[src/riv_pkg.sv]
`timescale 1ns / 1ps
`default_nettype none
// ----------------------------------------------------------------------------
// Record image validator package
// Shared beat types, status codes and image constants.
// ----------------------------------------------------------------------------
package riv_pkg;

  // Status codes reported at the end of a check.
  localparam logic [2:0] ST_OK        = 3'd0;
  localparam logic [2:0] ST_MAGIC     = 3'd1;
  localparam logic [2:0] ST_VERSION   = 3'd2;
  localparam logic [2:0] ST_COUNT     = 3'd3;
  localparam logic [2:0] ST_IMAGE_CRC = 3'd4;
  localparam logic [2:0] ST_REC_CRC   = 3'd5;
  localparam logic [2:0] ST_TRUNC     = 3'd6;

  localparam logic [31:0] IMAGE_MAGIC        = 32'h5245_4330;
  localparam logic [15:0] IMAGE_VERSION      = 16'd1;
  localparam logic [15:0] POLY16             = 16'h1021;
  localparam logic [31:0] POLY32             = 32'hEDB8_8320;
  localparam logic [15:0] CRC16_INIT         = 16'hFFFF;
  localparam logic [31:0] CRC32_INIT         = 32'hFFFF_FFFF;
  localparam logic [15:0] ACCEPT_LIMIT_RESET = 16'd32;

  typedef struct packed {
    logic [7:0] data_byte;
    logic       first_byte;
    logic       last_byte;
  } riv_in_t;

  typedef struct packed {
    logic [2:0]  status;
    logic [15:0] record_count;
    logic [31:0] image_crc;
  } riv_out_t;

  // Command passed from the front end to the CRC back end.
  typedef struct packed {
    logic        is_report;   // report status directly, no CRC work
    logic [2:0]  status;
    logic [7:0]  data;
    logic        img_start;   // first record byte of the image
    logic        crc_lo;      // low byte of the record CRC field
    logic        crc_hi;      // high byte of the record CRC field
    logic        rec_end;     // final byte of a record
    logic        img_end;     // final byte of the image
    logic [31:0] stored_crc;
    logic [15:0] count;
  } riv_cmd_t;

endpackage
`default_nettype wire

[src/record_image_validator.sv]
`timescale 1ns / 1ps
`default_nettype none
// ----------------------------------------------------------------------------
// Record image validator
// Checks a stored record image streamed one byte per beat: header fields,
// image CRC-32 and per-record CRC-16-CCITT, and reports one status per image.
// ----------------------------------------------------------------------------
//
//   Channel   Ports                     Direction  Beat
//   item      push, full, item_i        in         one image byte with flags
//   result    empty, pop, result_o      out        status, count, image CRC
//   config    cfg_we_i, cfg_data_i      in         accept_limit register
//
// The block takes one byte per cycle while full is low. The front end
// classifies each byte and decides header faults and truncation; the back end
// runs both CRC updates for a byte combinationally, so a two-entry command
// queue between them and a two-entry result queue sustain one beat per clock.
// Between a byte and its result lie the command queue and the result queue.
// Reset leaves the block idle, waiting for a first byte, with accept_limit
// at 32 and the kept image CRC at zero.
// full rises only when the command queue holds two commands, which happens
// when the result side is not popped; header bytes without a fault issue no
// command at all.
// ----------------------------------------------------------------------------
module record_image_validator import riv_pkg::*; #(
  parameter int unsigned MAX_RECORDS      = 32,
  parameter int unsigned RECORD_BYTES     = 16,
  parameter int unsigned CRC_FIELD_OFFSET = 12
) (
  input  wire logic        clk_i,
  input  wire logic        rst_ni,
  input  wire logic        cfg_we_i,
  input  wire logic [15:0] cfg_data_i,
  input  wire logic        push,
  output logic             full,
  input  wire riv_in_t     item_i,
  output logic             empty,
  input  wire logic        pop,
  output riv_out_t         result_o
);

  localparam int unsigned CmdW = $bits(riv_cmd_t);
  localparam int unsigned ResW = $bits(riv_out_t);

  logic     take;
  logic     cmd_push, cmd_full, cmd_empty, cmd_pop;
  riv_cmd_t cmd_in, cmd_out;
  logic     res_push, res_full;
  riv_out_t res_in;

  // The front end only ever pushes on an accepted byte, so gating the input
  // on a full command queue is enough to keep every command.
  assign full = cmd_full;
  assign take = push && !full;

  riv_front #(
    .MAX_RECORDS      (MAX_RECORDS),
    .RECORD_BYTES     (RECORD_BYTES),
    .CRC_FIELD_OFFSET (CRC_FIELD_OFFSET)
  ) u_front (
    .clk_i      (clk_i),
    .rst_ni     (rst_ni),
    .cfg_we_i   (cfg_we_i),
    .cfg_data_i (cfg_data_i),
    .take_i     (take),
    .item_i     (item_i),
    .cmd_push_o (cmd_push),
    .cmd_o      (cmd_in)
  );

  riv_fifo #(
    .Width (CmdW),
    .Depth (2)
  ) u_cmd_fifo (
    .clk_i   (clk_i),
    .rst_ni  (rst_ni),
    .push_i  (cmd_push),
    .data_i  (cmd_in),
    .full_o  (cmd_full),
    .pop_i   (cmd_pop),
    .data_o  (cmd_out),
    .empty_o (cmd_empty)
  );

  riv_back u_back (
    .clk_i       (clk_i),
    .rst_ni      (rst_ni),
    .cmd_valid_i (!cmd_empty),
    .cmd_i       (cmd_out),
    .cmd_pop_o   (cmd_pop),
    .res_full_i  (res_full),
    .res_push_o  (res_push),
    .res_o       (res_in)
  );

  riv_fifo #(
    .Width (ResW),
    .Depth (2)
  ) u_res_fifo (
    .clk_i   (clk_i),
    .rst_ni  (rst_ni),
    .push_i  (res_push),
    .data_i  (res_in),
    .full_o  (res_full),
    .pop_i   (pop),
    .data_o  (result_o),
    .empty_o (empty)
  );

  // A command is only issued for a byte that was actually accepted.
  assert property (@(posedge clk_i) disable iff (!rst_ni)
    cmd_push |-> take)
    else $error("command issued without an accepted byte");

  // The back end never drops a result into a full result queue.
  assert property (@(posedge clk_i) disable iff (!rst_ni)
    res_push |-> !res_full)
    else $error("result pushed into a full queue");

  // A successful check always reports a non-zero record count.
  assert property (@(posedge clk_i) disable iff (!rst_ni)
    (!empty && result_o.status == ST_OK) |-> (result_o.record_count != 16'd0))
    else $error("successful result with zero record count");

  // Any failing status reports a zero record count.
  assert property (@(posedge clk_i) disable iff (!rst_ni)
    (!empty && result_o.status != ST_OK) |-> (result_o.record_count == 16'd0))
    else $error("failing result with a record count");

endmodule
`default_nettype wire

[src/riv_fifo.sv]
`timescale 1ns / 1ps
`default_nettype none
// ----------------------------------------------------------------------------
// Record image validator queue
// Small synchronous FIFO built from registers.
// ----------------------------------------------------------------------------
module riv_fifo #(
  parameter int unsigned Width = 8,
  parameter int unsigned Depth = 2
) (
  input  wire logic             clk_i,
  input  wire logic             rst_ni,
  input  wire logic             push_i,
  input  wire logic [Width-1:0] data_i,
  output logic                  full_o,
  input  wire logic             pop_i,
  output logic [Width-1:0]      data_o,
  output logic                  empty_o
);

  localparam int unsigned PtrW = (Depth > 1) ? $clog2(Depth) : 1;
  localparam int unsigned CntW = $clog2(Depth + 1);
  localparam logic [PtrW-1:0] LastPtr = PtrW'(Depth - 1);
  localparam logic [CntW-1:0] FullCnt = CntW'(Depth);

  logic [Width-1:0] mem_q [Depth];
  logic [PtrW-1:0]  wr_ptr_q, rd_ptr_q;
  logic [CntW-1:0]  cnt_q;
  logic             do_wr, do_rd;

  assign full_o  = (cnt_q == FullCnt);
  assign empty_o = (cnt_q == '0);
  assign do_wr   = push_i && !full_o;
  assign do_rd   = pop_i && !empty_o;
  assign data_o  = mem_q[rd_ptr_q];

  always_ff @(posedge clk_i or negedge rst_ni) begin
    if (!rst_ni) begin
      wr_ptr_q <= '0;
      rd_ptr_q <= '0;
      cnt_q    <= '0;
    end else begin
      if (do_wr) begin
        wr_ptr_q <= (wr_ptr_q == LastPtr) ? '0 : wr_ptr_q + 1'b1;
      end
      if (do_rd) begin
        rd_ptr_q <= (rd_ptr_q == LastPtr) ? '0 : rd_ptr_q + 1'b1;
      end
      if (do_wr && !do_rd) begin
        cnt_q <= cnt_q + 1'b1;
      end else if (do_rd && !do_wr) begin
        cnt_q <= cnt_q - 1'b1;
      end
    end
  end

  always_ff @(posedge clk_i) begin
    if (do_wr) begin
      mem_q[wr_ptr_q] <= data_i;
    end
  end

endmodule
`default_nettype wire

[src/riv_front.sv]
`timescale 1ns / 1ps
`default_nettype none
// ----------------------------------------------------------------------------
// Record image validator front end
// Tracks the image layout, checks the header and issues per-byte commands.
// ----------------------------------------------------------------------------
module riv_front import riv_pkg::*; #(
  parameter int unsigned MAX_RECORDS      = 32,
  parameter int unsigned RECORD_BYTES     = 16,
  parameter int unsigned CRC_FIELD_OFFSET = 12
) (
  input  wire logic      clk_i,
  input  wire logic      rst_ni,
  input  wire logic      cfg_we_i,
  input  wire logic [15:0] cfg_data_i,
  input  wire logic      take_i,
  input  wire riv_in_t   item_i,
  output logic           cmd_push_o,
  output riv_cmd_t       cmd_o
);

  localparam int unsigned RcW = $clog2(MAX_RECORDS + 1);
  localparam logic [7:0]  LastIdx  = 8'(RECORD_BYTES - 1);
  localparam logic [7:0]  LoIdx    = 8'(CRC_FIELD_OFFSET);
  localparam logic [7:0]  HiIdx    = 8'(CRC_FIELD_OFFSET + 1);
  localparam logic [15:0] MaxCount = 16'(MAX_RECORDS);

  localparam logic [1:0] PH_IDLE = 2'd0;
  localparam logic [1:0] PH_HDR  = 2'd1;
  localparam logic [1:0] PH_REC  = 2'd2;

  logic [1:0]     phase_q, phase_d;
  logic [3:0]     pos_q, pos_d;
  logic [7:0]     idx_q, idx_d;
  logic [RcW-1:0] done_q, done_d;
  logic [15:0]    limit_q;
  logic [31:0]    magic_q, magic_d;
  logic [15:0]    version_q, version_d;
  logic [15:0]    count_q, count_d;
  logic [31:0]    crc_q, crc_d;

  logic           in_hdr, in_rec;
  logic [3:0]     pos;
  logic [15:0]    count_full;
  logic [RcW-1:0] done_inc;
  logic           rec_end, img_end;

  assign pos        = item_i.first_byte ? 4'd0 : pos_q;
  assign in_hdr     = item_i.first_byte || (phase_q == PH_HDR);
  assign in_rec     = !item_i.first_byte && (phase_q == PH_REC);
  assign count_full = {item_i.data_byte, count_q[7:0]};
  assign done_inc   = done_q + 1'b1;
  assign rec_end    = (idx_q == LastIdx);
  assign img_end    = rec_end && (16'(done_inc) == count_q);

  always_comb begin
    phase_d    = phase_q;
    pos_d      = pos_q;
    idx_d      = idx_q;
    done_d     = done_q;
    magic_d    = magic_q;
    version_d  = version_q;
    count_d    = count_q;
    crc_d      = crc_q;
    cmd_push_o = 1'b0;
    cmd_o      = '0;
    cmd_o.data       = item_i.data_byte;
    cmd_o.stored_crc = crc_q;
    cmd_o.count      = count_q;

    if (take_i && in_hdr) begin
      priority if (pos < 4'd4) begin
        magic_d[8*pos[1:0] +: 8] = item_i.data_byte;
      end else if (pos < 4'd6) begin
        version_d[8*pos[0] +: 8] = item_i.data_byte;
      end else if (pos < 4'd8) begin
        count_d[8*pos[0] +: 8] = item_i.data_byte;
      end else if (pos < 4'd12) begin
        crc_d[8*pos[1:0] +: 8] = item_i.data_byte;
      end else begin
        // sequence word is not used
      end

      phase_d = PH_HDR;
      pos_d   = pos + 1'b1;
      if (pos == 4'd15) begin
        phase_d = PH_REC;
        idx_d   = '0;
        done_d  = '0;
      end

      if (pos == 4'd7 && magic_q != IMAGE_MAGIC) begin
        cmd_push_o      = 1'b1;
        cmd_o.is_report = 1'b1;
        cmd_o.status    = ST_MAGIC;
        phase_d         = PH_IDLE;
      end else if (pos == 4'd7 && version_q != IMAGE_VERSION) begin
        cmd_push_o      = 1'b1;
        cmd_o.is_report = 1'b1;
        cmd_o.status    = ST_VERSION;
        phase_d         = PH_IDLE;
      end else if (pos == 4'd7 && (count_full == '0 || count_full > MaxCount ||
                                   count_full > limit_q)) begin
        cmd_push_o      = 1'b1;
        cmd_o.is_report = 1'b1;
        cmd_o.status    = ST_COUNT;
        phase_d         = PH_IDLE;
      end else if (item_i.last_byte) begin
        cmd_push_o      = 1'b1;
        cmd_o.is_report = 1'b1;
        cmd_o.status    = ST_TRUNC;
        phase_d         = PH_IDLE;
      end
    end else if (take_i && in_rec) begin
      cmd_push_o = 1'b1;
      if (item_i.last_byte && !img_end) begin
        cmd_o.is_report = 1'b1;
        cmd_o.status    = ST_TRUNC;
        phase_d         = PH_IDLE;
      end else begin
        cmd_o.img_start = (idx_q == '0) && (done_q == '0);
        cmd_o.crc_lo    = (idx_q == LoIdx);
        cmd_o.crc_hi    = (idx_q == HiIdx);
        cmd_o.rec_end   = rec_end;
        cmd_o.img_end   = img_end;
        if (img_end) begin
          phase_d = PH_IDLE;
        end else if (rec_end) begin
          idx_d  = '0;
          done_d = done_inc;
        end else begin
          idx_d = idx_q + 1'b1;
        end
      end
    end
  end

  always_ff @(posedge clk_i or negedge rst_ni) begin
    if (!rst_ni) begin
      phase_q <= PH_IDLE;
      pos_q   <= '0;
      idx_q   <= '0;
      done_q  <= '0;
      limit_q <= ACCEPT_LIMIT_RESET;
    end else begin
      phase_q <= phase_d;
      pos_q   <= pos_d;
      idx_q   <= idx_d;
      done_q  <= done_d;
      if (cfg_we_i) begin
        limit_q <= cfg_data_i;
      end
    end
  end

  always_ff @(posedge clk_i) begin
    magic_q   <= magic_d;
    version_q <= version_d;
    count_q   <= count_d;
    crc_q     <= crc_d;
  end

endmodule
`default_nettype wire

[src/riv_back.sv]
`timescale 1ns / 1ps
`default_nettype none
// ----------------------------------------------------------------------------
// Record image validator back end
// Runs the image CRC-32 and record CRC-16 and forms the final status.
// ----------------------------------------------------------------------------
module riv_back import riv_pkg::*; (
  input  wire logic     clk_i,
  input  wire logic     rst_ni,
  input  wire logic     cmd_valid_i,
  input  wire riv_cmd_t cmd_i,
  output logic          cmd_pop_o,
  input  wire logic     res_full_i,
  output logic          res_push_o,
  output riv_out_t      res_o
);

  function automatic logic [31:0] crc32_byte(input logic [31:0] crc, input logic [7:0] b);
    logic [31:0] c;
    c = crc ^ {24'd0, b};
    for (int k = 0; k < 8; k++) begin
      c = c[0] ? ((c >> 1) ^ POLY32) : (c >> 1);
    end
    return c;
  endfunction

  function automatic logic [15:0] crc16_byte(input logic [15:0] crc, input logic [7:0] b);
    logic [15:0] c;
    c = crc ^ {b, 8'd0};
    for (int k = 0; k < 8; k++) begin
      c = c[15] ? ((c << 1) ^ POLY16) : (c << 1);
    end
    return c;
  endfunction

  logic [31:0] crc32_q, crc32_d;
  logic [15:0] crc16_q, crc16_d;
  logic [7:0]  lo_q, lo_d, hi_q, hi_d;
  logic        fail_q, fail_d;
  logic [31:0] last_crc_q, last_crc_d;

  logic [31:0] c32_in, c32_new;
  logic [15:0] c16_in, c16_new;
  logic [7:0]  lo_in, hi_in, masked;
  logic        fail_in, rec_fail;

  assign cmd_pop_o = cmd_valid_i && !res_full_i;

  always_comb begin
    c32_in  = cmd_i.img_start ? CRC32_INIT : crc32_q;
    c16_in  = cmd_i.img_start ? CRC16_INIT : crc16_q;
    lo_in   = cmd_i.img_start ? 8'd0 : lo_q;
    hi_in   = cmd_i.img_start ? 8'd0 : hi_q;
    fail_in = cmd_i.img_start ? 1'b0 : fail_q;
    masked  = (cmd_i.crc_lo || cmd_i.crc_hi) ? 8'd0 : cmd_i.data;
    c32_new = crc32_byte(c32_in, cmd_i.data);
    c16_new = crc16_byte(c16_in, masked);
    lo_d    = cmd_i.crc_lo ? cmd_i.data : lo_in;
    hi_d    = cmd_i.crc_hi ? cmd_i.data : hi_in;
    rec_fail = fail_in || (c16_new != {hi_d, lo_d});

    crc32_d    = c32_new;
    crc16_d    = c16_new;
    fail_d     = fail_in;
    last_crc_d = last_crc_q;
    if (cmd_i.rec_end) begin
      fail_d  = rec_fail;
      crc16_d = CRC16_INIT;
      lo_d    = 8'd0;
      hi_d    = 8'd0;
    end

    res_push_o         = 1'b0;
    res_o.status       = cmd_i.status;
    res_o.record_count = 16'd0;
    if (cmd_pop_o && cmd_i.is_report) begin
      res_push_o = 1'b1;
    end else if (cmd_pop_o && cmd_i.img_end) begin
      res_push_o = 1'b1;
      priority if (~c32_new != cmd_i.stored_crc) begin
        res_o.status = ST_IMAGE_CRC;
      end else if (rec_fail) begin
        res_o.status = ST_REC_CRC;
      end else begin
        res_o.status       = ST_OK;
        res_o.record_count = cmd_i.count;
        last_crc_d         = cmd_i.stored_crc;
      end
    end
    res_o.image_crc = last_crc_d;
  end

  always_ff @(posedge clk_i or negedge rst_ni) begin
    if (!rst_ni) begin
      crc32_q    <= CRC32_INIT;
      crc16_q    <= CRC16_INIT;
      lo_q       <= '0;
      hi_q       <= '0;
      fail_q     <= 1'b0;
      last_crc_q <= '0;
    end else if (cmd_pop_o) begin
      if (!cmd_i.is_report) begin
        crc32_q <= crc32_d;
        crc16_q <= crc16_d;
        lo_q    <= lo_d;
        hi_q    <= hi_d;
        fail_q  <= fail_d;
      end
      last_crc_q <= last_crc_d;
    end
  end

endmodule
`default_nettype wire
[config.mk]
export PLATFORM = sky130hd
export DESIGN_NAME = record_image_validator
export DESIGN_NICKNAME = d
export VERILOG_FILES = /design/src/riv_pkg.sv /design/src/record_image_validator.sv /design/src/riv_fifo.sv /design/src/riv_front.sv /design/src/riv_back.sv
export SDC_FILE = /design/constraint.sdc
export NUM_CORES = 1
export LEC_CHECK = 0
export BUFFER_PORTS_ARGS = -buffer_cell sky130_fd_sc_hd__buf_2
export CELL_PAD_IN_SITES_DETAIL_PLACEMENT = 2
export CELL_PAD_IN_SITES_GLOBAL_PLACEMENT = 2
export CORE_MARGIN = 2
export CORE_UTILIZATION = 35
export CTS_CLUSTER_DIAMETER = 150
export DETAILED_ROUTE_END_ITERATION = 6
export PLACE_DENSITY = 0.67
export SYNTH_ARGS = -nofsm -noshare
export SYNTH_HDL_FRONTEND = slang
export SYNTH_SLANG_ARGS = --single-unit
[constraint.sdc]
create_clock -name clk_i -period 5.69 [get_ports clk_i]
set_input_delay 1.138 -clock clk_i [delete_from_list [all_inputs] [get_ports clk_i]]
set_output_delay 1.138 -clock clk_i [all_outputs]
set_load 0.03 [all_outputs]
==> results.json <==
{
  "status": "finished, final reports clean",
  "fmax_ghz": 0.218,
  "worstSetupPathType": "reg -> reg",
  "num_rows": 92,
  "rsz0062_at_grt": "no",
  "final_area_sq_mm": 0.0251,
  "die_x_microns": 255,
  "via_per_inst": 5.17,
  "syn-cell-area_sq_mm": 0.0221,
  "cts_max_level": 2,
  "postSynthCellCount": 1709,
  "path_max_fanout": 81,
  "ys_seq_elements": 469,
  "worstMarginPinSlew_ns": 1.29,
  "synthTopCellsByCount": "edfxtp_1, nor2_1, nand2_1",
  "cp-start-kind": "register",
  "worstSetupEndpointType": "register",
  "clkSlewWorstSetupHoldPaths_ns": 0.06,
  "gp_congestion": 0.824,
  "yosysWarnings": 0,
  "clkLatencyLatePin_ns": 0.60,
  "cp_data_required_time_ns": 6.03,
  "synth_area_leaders": "edfxtp_1, dfrtp_1, dfstp_2",
  "cts.sinks": 469,
  "cts_hold_buffers": 0,
  "finClkSkew_ns": 0.0243,
  "slew_headroom": 0.136,
  "dr_wl_met2_mm": 32.6,
  "die_h_microns": 255,
  "drv_cap": 0,
  "io_pins": 84,
  "drc_errors": 0,
  "grt_pass1_wl_mm": 99.3,
  "r2r_slack_ns": 1.11,
  "place_area_sq_mm": 0.0235,
  "num_vias": 13900,
  "drt_iter0_drc": 684,
  "finalCritPeriodShare": 0.806,
  "layout-drive-gt1-share": 0.193,
  "first_global_vias": 15900,
  "gr-total-overflow": 0,
  "clockBufferDepth": 3,
  "synth_largest_area_cell": "edfxtp_1",
  "cts_resized": 0,
  "wl_per_cell_microns": 23.8,
  "dr.pass1.iters": 5,
  "setup_viol_count_final": 0,
  "post_cts_buffers": 0,
  "port_buffers": 83,
  "n_antenna_cell": 0,
  "hp-class": "reg -> reg",
  "topRoutingLayerUsed": "met5",
  "grt_max_degree": 82,
  "crit_arrival_ns": 4.92,
  "initial_core_util": 0.353,
  "antenna_found_initial": 1,
  "wl_met3_mm": 1.86,
  "wl_met1_mm": 27.6,
  "finalCriticalPeriod_ns": 4.58,
  "synth_cell_types": 80,
  "synth_edf_count": 328,
  "ir_drop_mv": 0.271,
  "die_area_sq_mm": 0.0652,
  "power_mw": 16.4,
  "fin_tns_setup_ns": 0,
  "synth.top_cell.area_share": 0.445,
  "clk_root_buffer_cell": "clkbuf_16",
  "nets": 1860,
  "power_density_mw_per_mm2": 652,
  "leakage_nw": 9.87,
  "grt_usage": 0.198,
  "drtAntennaViolNets": 0,
  "dpl.hpwl_mm": 45.5,
  "area_delta_synth_final_pct": 13.6,
  "fillers": 6350,
  "slew_violations": 0,
  "synth.avg_cell_area_sq_um": 12.9,
  "syn_nets": 1768,
  "core_area_sq_mm": 0.0627,
  "async_reset_ff_frac": 0.301,
  "routed_wl_mm": 64.0,
  "hold_viol_final": 0,
  "yosysSeqAreaShare": 0.607,
  "synth_most_common_cell": "edfxtp_1",
  "cts_made_buffers": 51,
  "cts_tree": "done",
  "synth_ff_type": "edfxtp_1"
}
## cell type report
| type | count | area (sq um) | area share |
|---|---|---|---|
| multi-input combinational | 1097 | 8050 | 0.320 |
| clock buffer | 68 | 1410 | 0.0561 |
| inverter | 73 | 274 | 0.0109 |
| timing repair buffer | 109 | 679 | 0.0270 |
| sequential | 469 | 13400 | 0.535 |
| clock inverter | 26 | 208 | 0.00827 |
| tap | 846 | 1060 | 0.0421 |
## critical path, cell delays in order, from the launching register on
cell,delay [ns]
edfxtp_1,0.65
or3_1,0.41
nand3_1,0.17
nand2_1,0.36
xnor3_1,0.62
xnor2_1,0.35
xnor2_1,0.18
nand3_1,0.14
nor4_2,0.56
nand3_4,0.12
buf_12,0.25
mux2_4,0.40
## state kept, by name (all words and copies together), names as in the netlist, 4 cells and up
register / count
u_cmd_fifo.mem_q: 130
u_back.hi_q: 8
u_front.magic_q: 32
u_front.done_q: 6
u_front.version_q: 16
u_back.last_crc_q: 32
u_back.crc32_q: 32
u_back.lo_q: 8
u_back.crc16_q: 16
u_front.pos_q: 4
u_front.idx_q: 8
u_front.count_q: 16
u_front.limit_q: 16
u_res_fifo.mem_q: 102
u_front.crc_q: 32
## placed cells by master, fill, tap and decap left out, types with 28 or more instances in the layout
| cell type | Yosys | final |
|---|---|---|
| o21ai_0 | 79 | 79 |
| clkbuf_16 | 0 | 51 |
| mux2i_1 | 107 | 107 |
| buf_2 | 13 | 82 |
| nor3_1 | 37 | 37 |
| nand2_1 | 139 | 139 |
| xnor2_1 | 91 | 91 |
| inv_1 | 72 | 72 |
| ha_1 | 28 | 28 |
| edfxtp_1 | 328 | 328 |
| a21oi_1 | 47 | 47 |
| dfstp_2 | 49 | 49 |
| mux2_2 | 67 | 67 |
| dfrtp_1 | 92 | 90 |
| xor2_1 | 64 | 64 |
| nor2_1 | 147 | 146 |
## cell families after synthesis
kind of cell	after synthesis	synth area share
muxes	197	0.0993
DFF	469	0.607
adders and majority gates	28	0.0158
and+or+nand+nor	469	0.0999
xor gates and xnor gates	176	0.0820
AOI/OAI and AO/OA	227	0.0652
buffers and inverters	143	0.0304
## routing by layer
layer / up-vias / global-route usage
li1: 6336 / -
met1: 7234 / 0.253
met2: 216 / 0.348
met3: 100 / 0.0275
met4: 2 / 0.0588
met5: - / 0
## stage by stage
stage               utilization  cells  setup slack, ns  hold WS [ns]
CTS                       0.401   2688             1.14         0.459
detailed placement        0.375   2594            0.755         0.443
floorplan                     -   1709            0.638         0.421
finish                    0.401   2688             1.11         0.458
global route              0.401   2688            0.847         0.465
global placement          0.375   2594             1.01         0.427
## worst paths after layout
path / startpoint / endpoint / cells past startpoint
setup / recovery: u_cmd_fifo.mem_q[1][52]$_DFFE_PP_ / u_res_fifo.mem_q[0][31]$_DFFE_PP_ / 11
hold / removal: u_front.crc_q[27]$_DFFE_PP_ / u_cmd_fifo.mem_q[1][43]$_DFFE_PP_ / 0
setup reg to reg: u_cmd_fifo.mem_q[1][52]$_DFFE_PP_ / u_res_fifo.mem_q[0][31]$_DFFE_PP_ / 11
hold reg to reg: u_front.crc_q[27]$_DFFE_PP_ / u_cmd_fifo.mem_q[1][43]$_DFFE_PP_ / 0
max in group asynchronous: rst_ni / u_back.last_crc_q[29]$_DFFE_PN0P_ / 2
min in group asynchronous: rst_ni / u_back.hi_q[5]$_DFFE_PN0P_ / 1
## power breakdown
part           leakage (nW)  total [mW]  switching (mW)  internal, mW
sequential             4.77        5.28           0.526          4.75
combinational          4.30        7.85            4.80          3.05
clock                 0.793        3.25            1.41          1.84
total                  9.87        16.4            6.74          9.64
No activity file was read; power rests on OpenSTA's default activity.
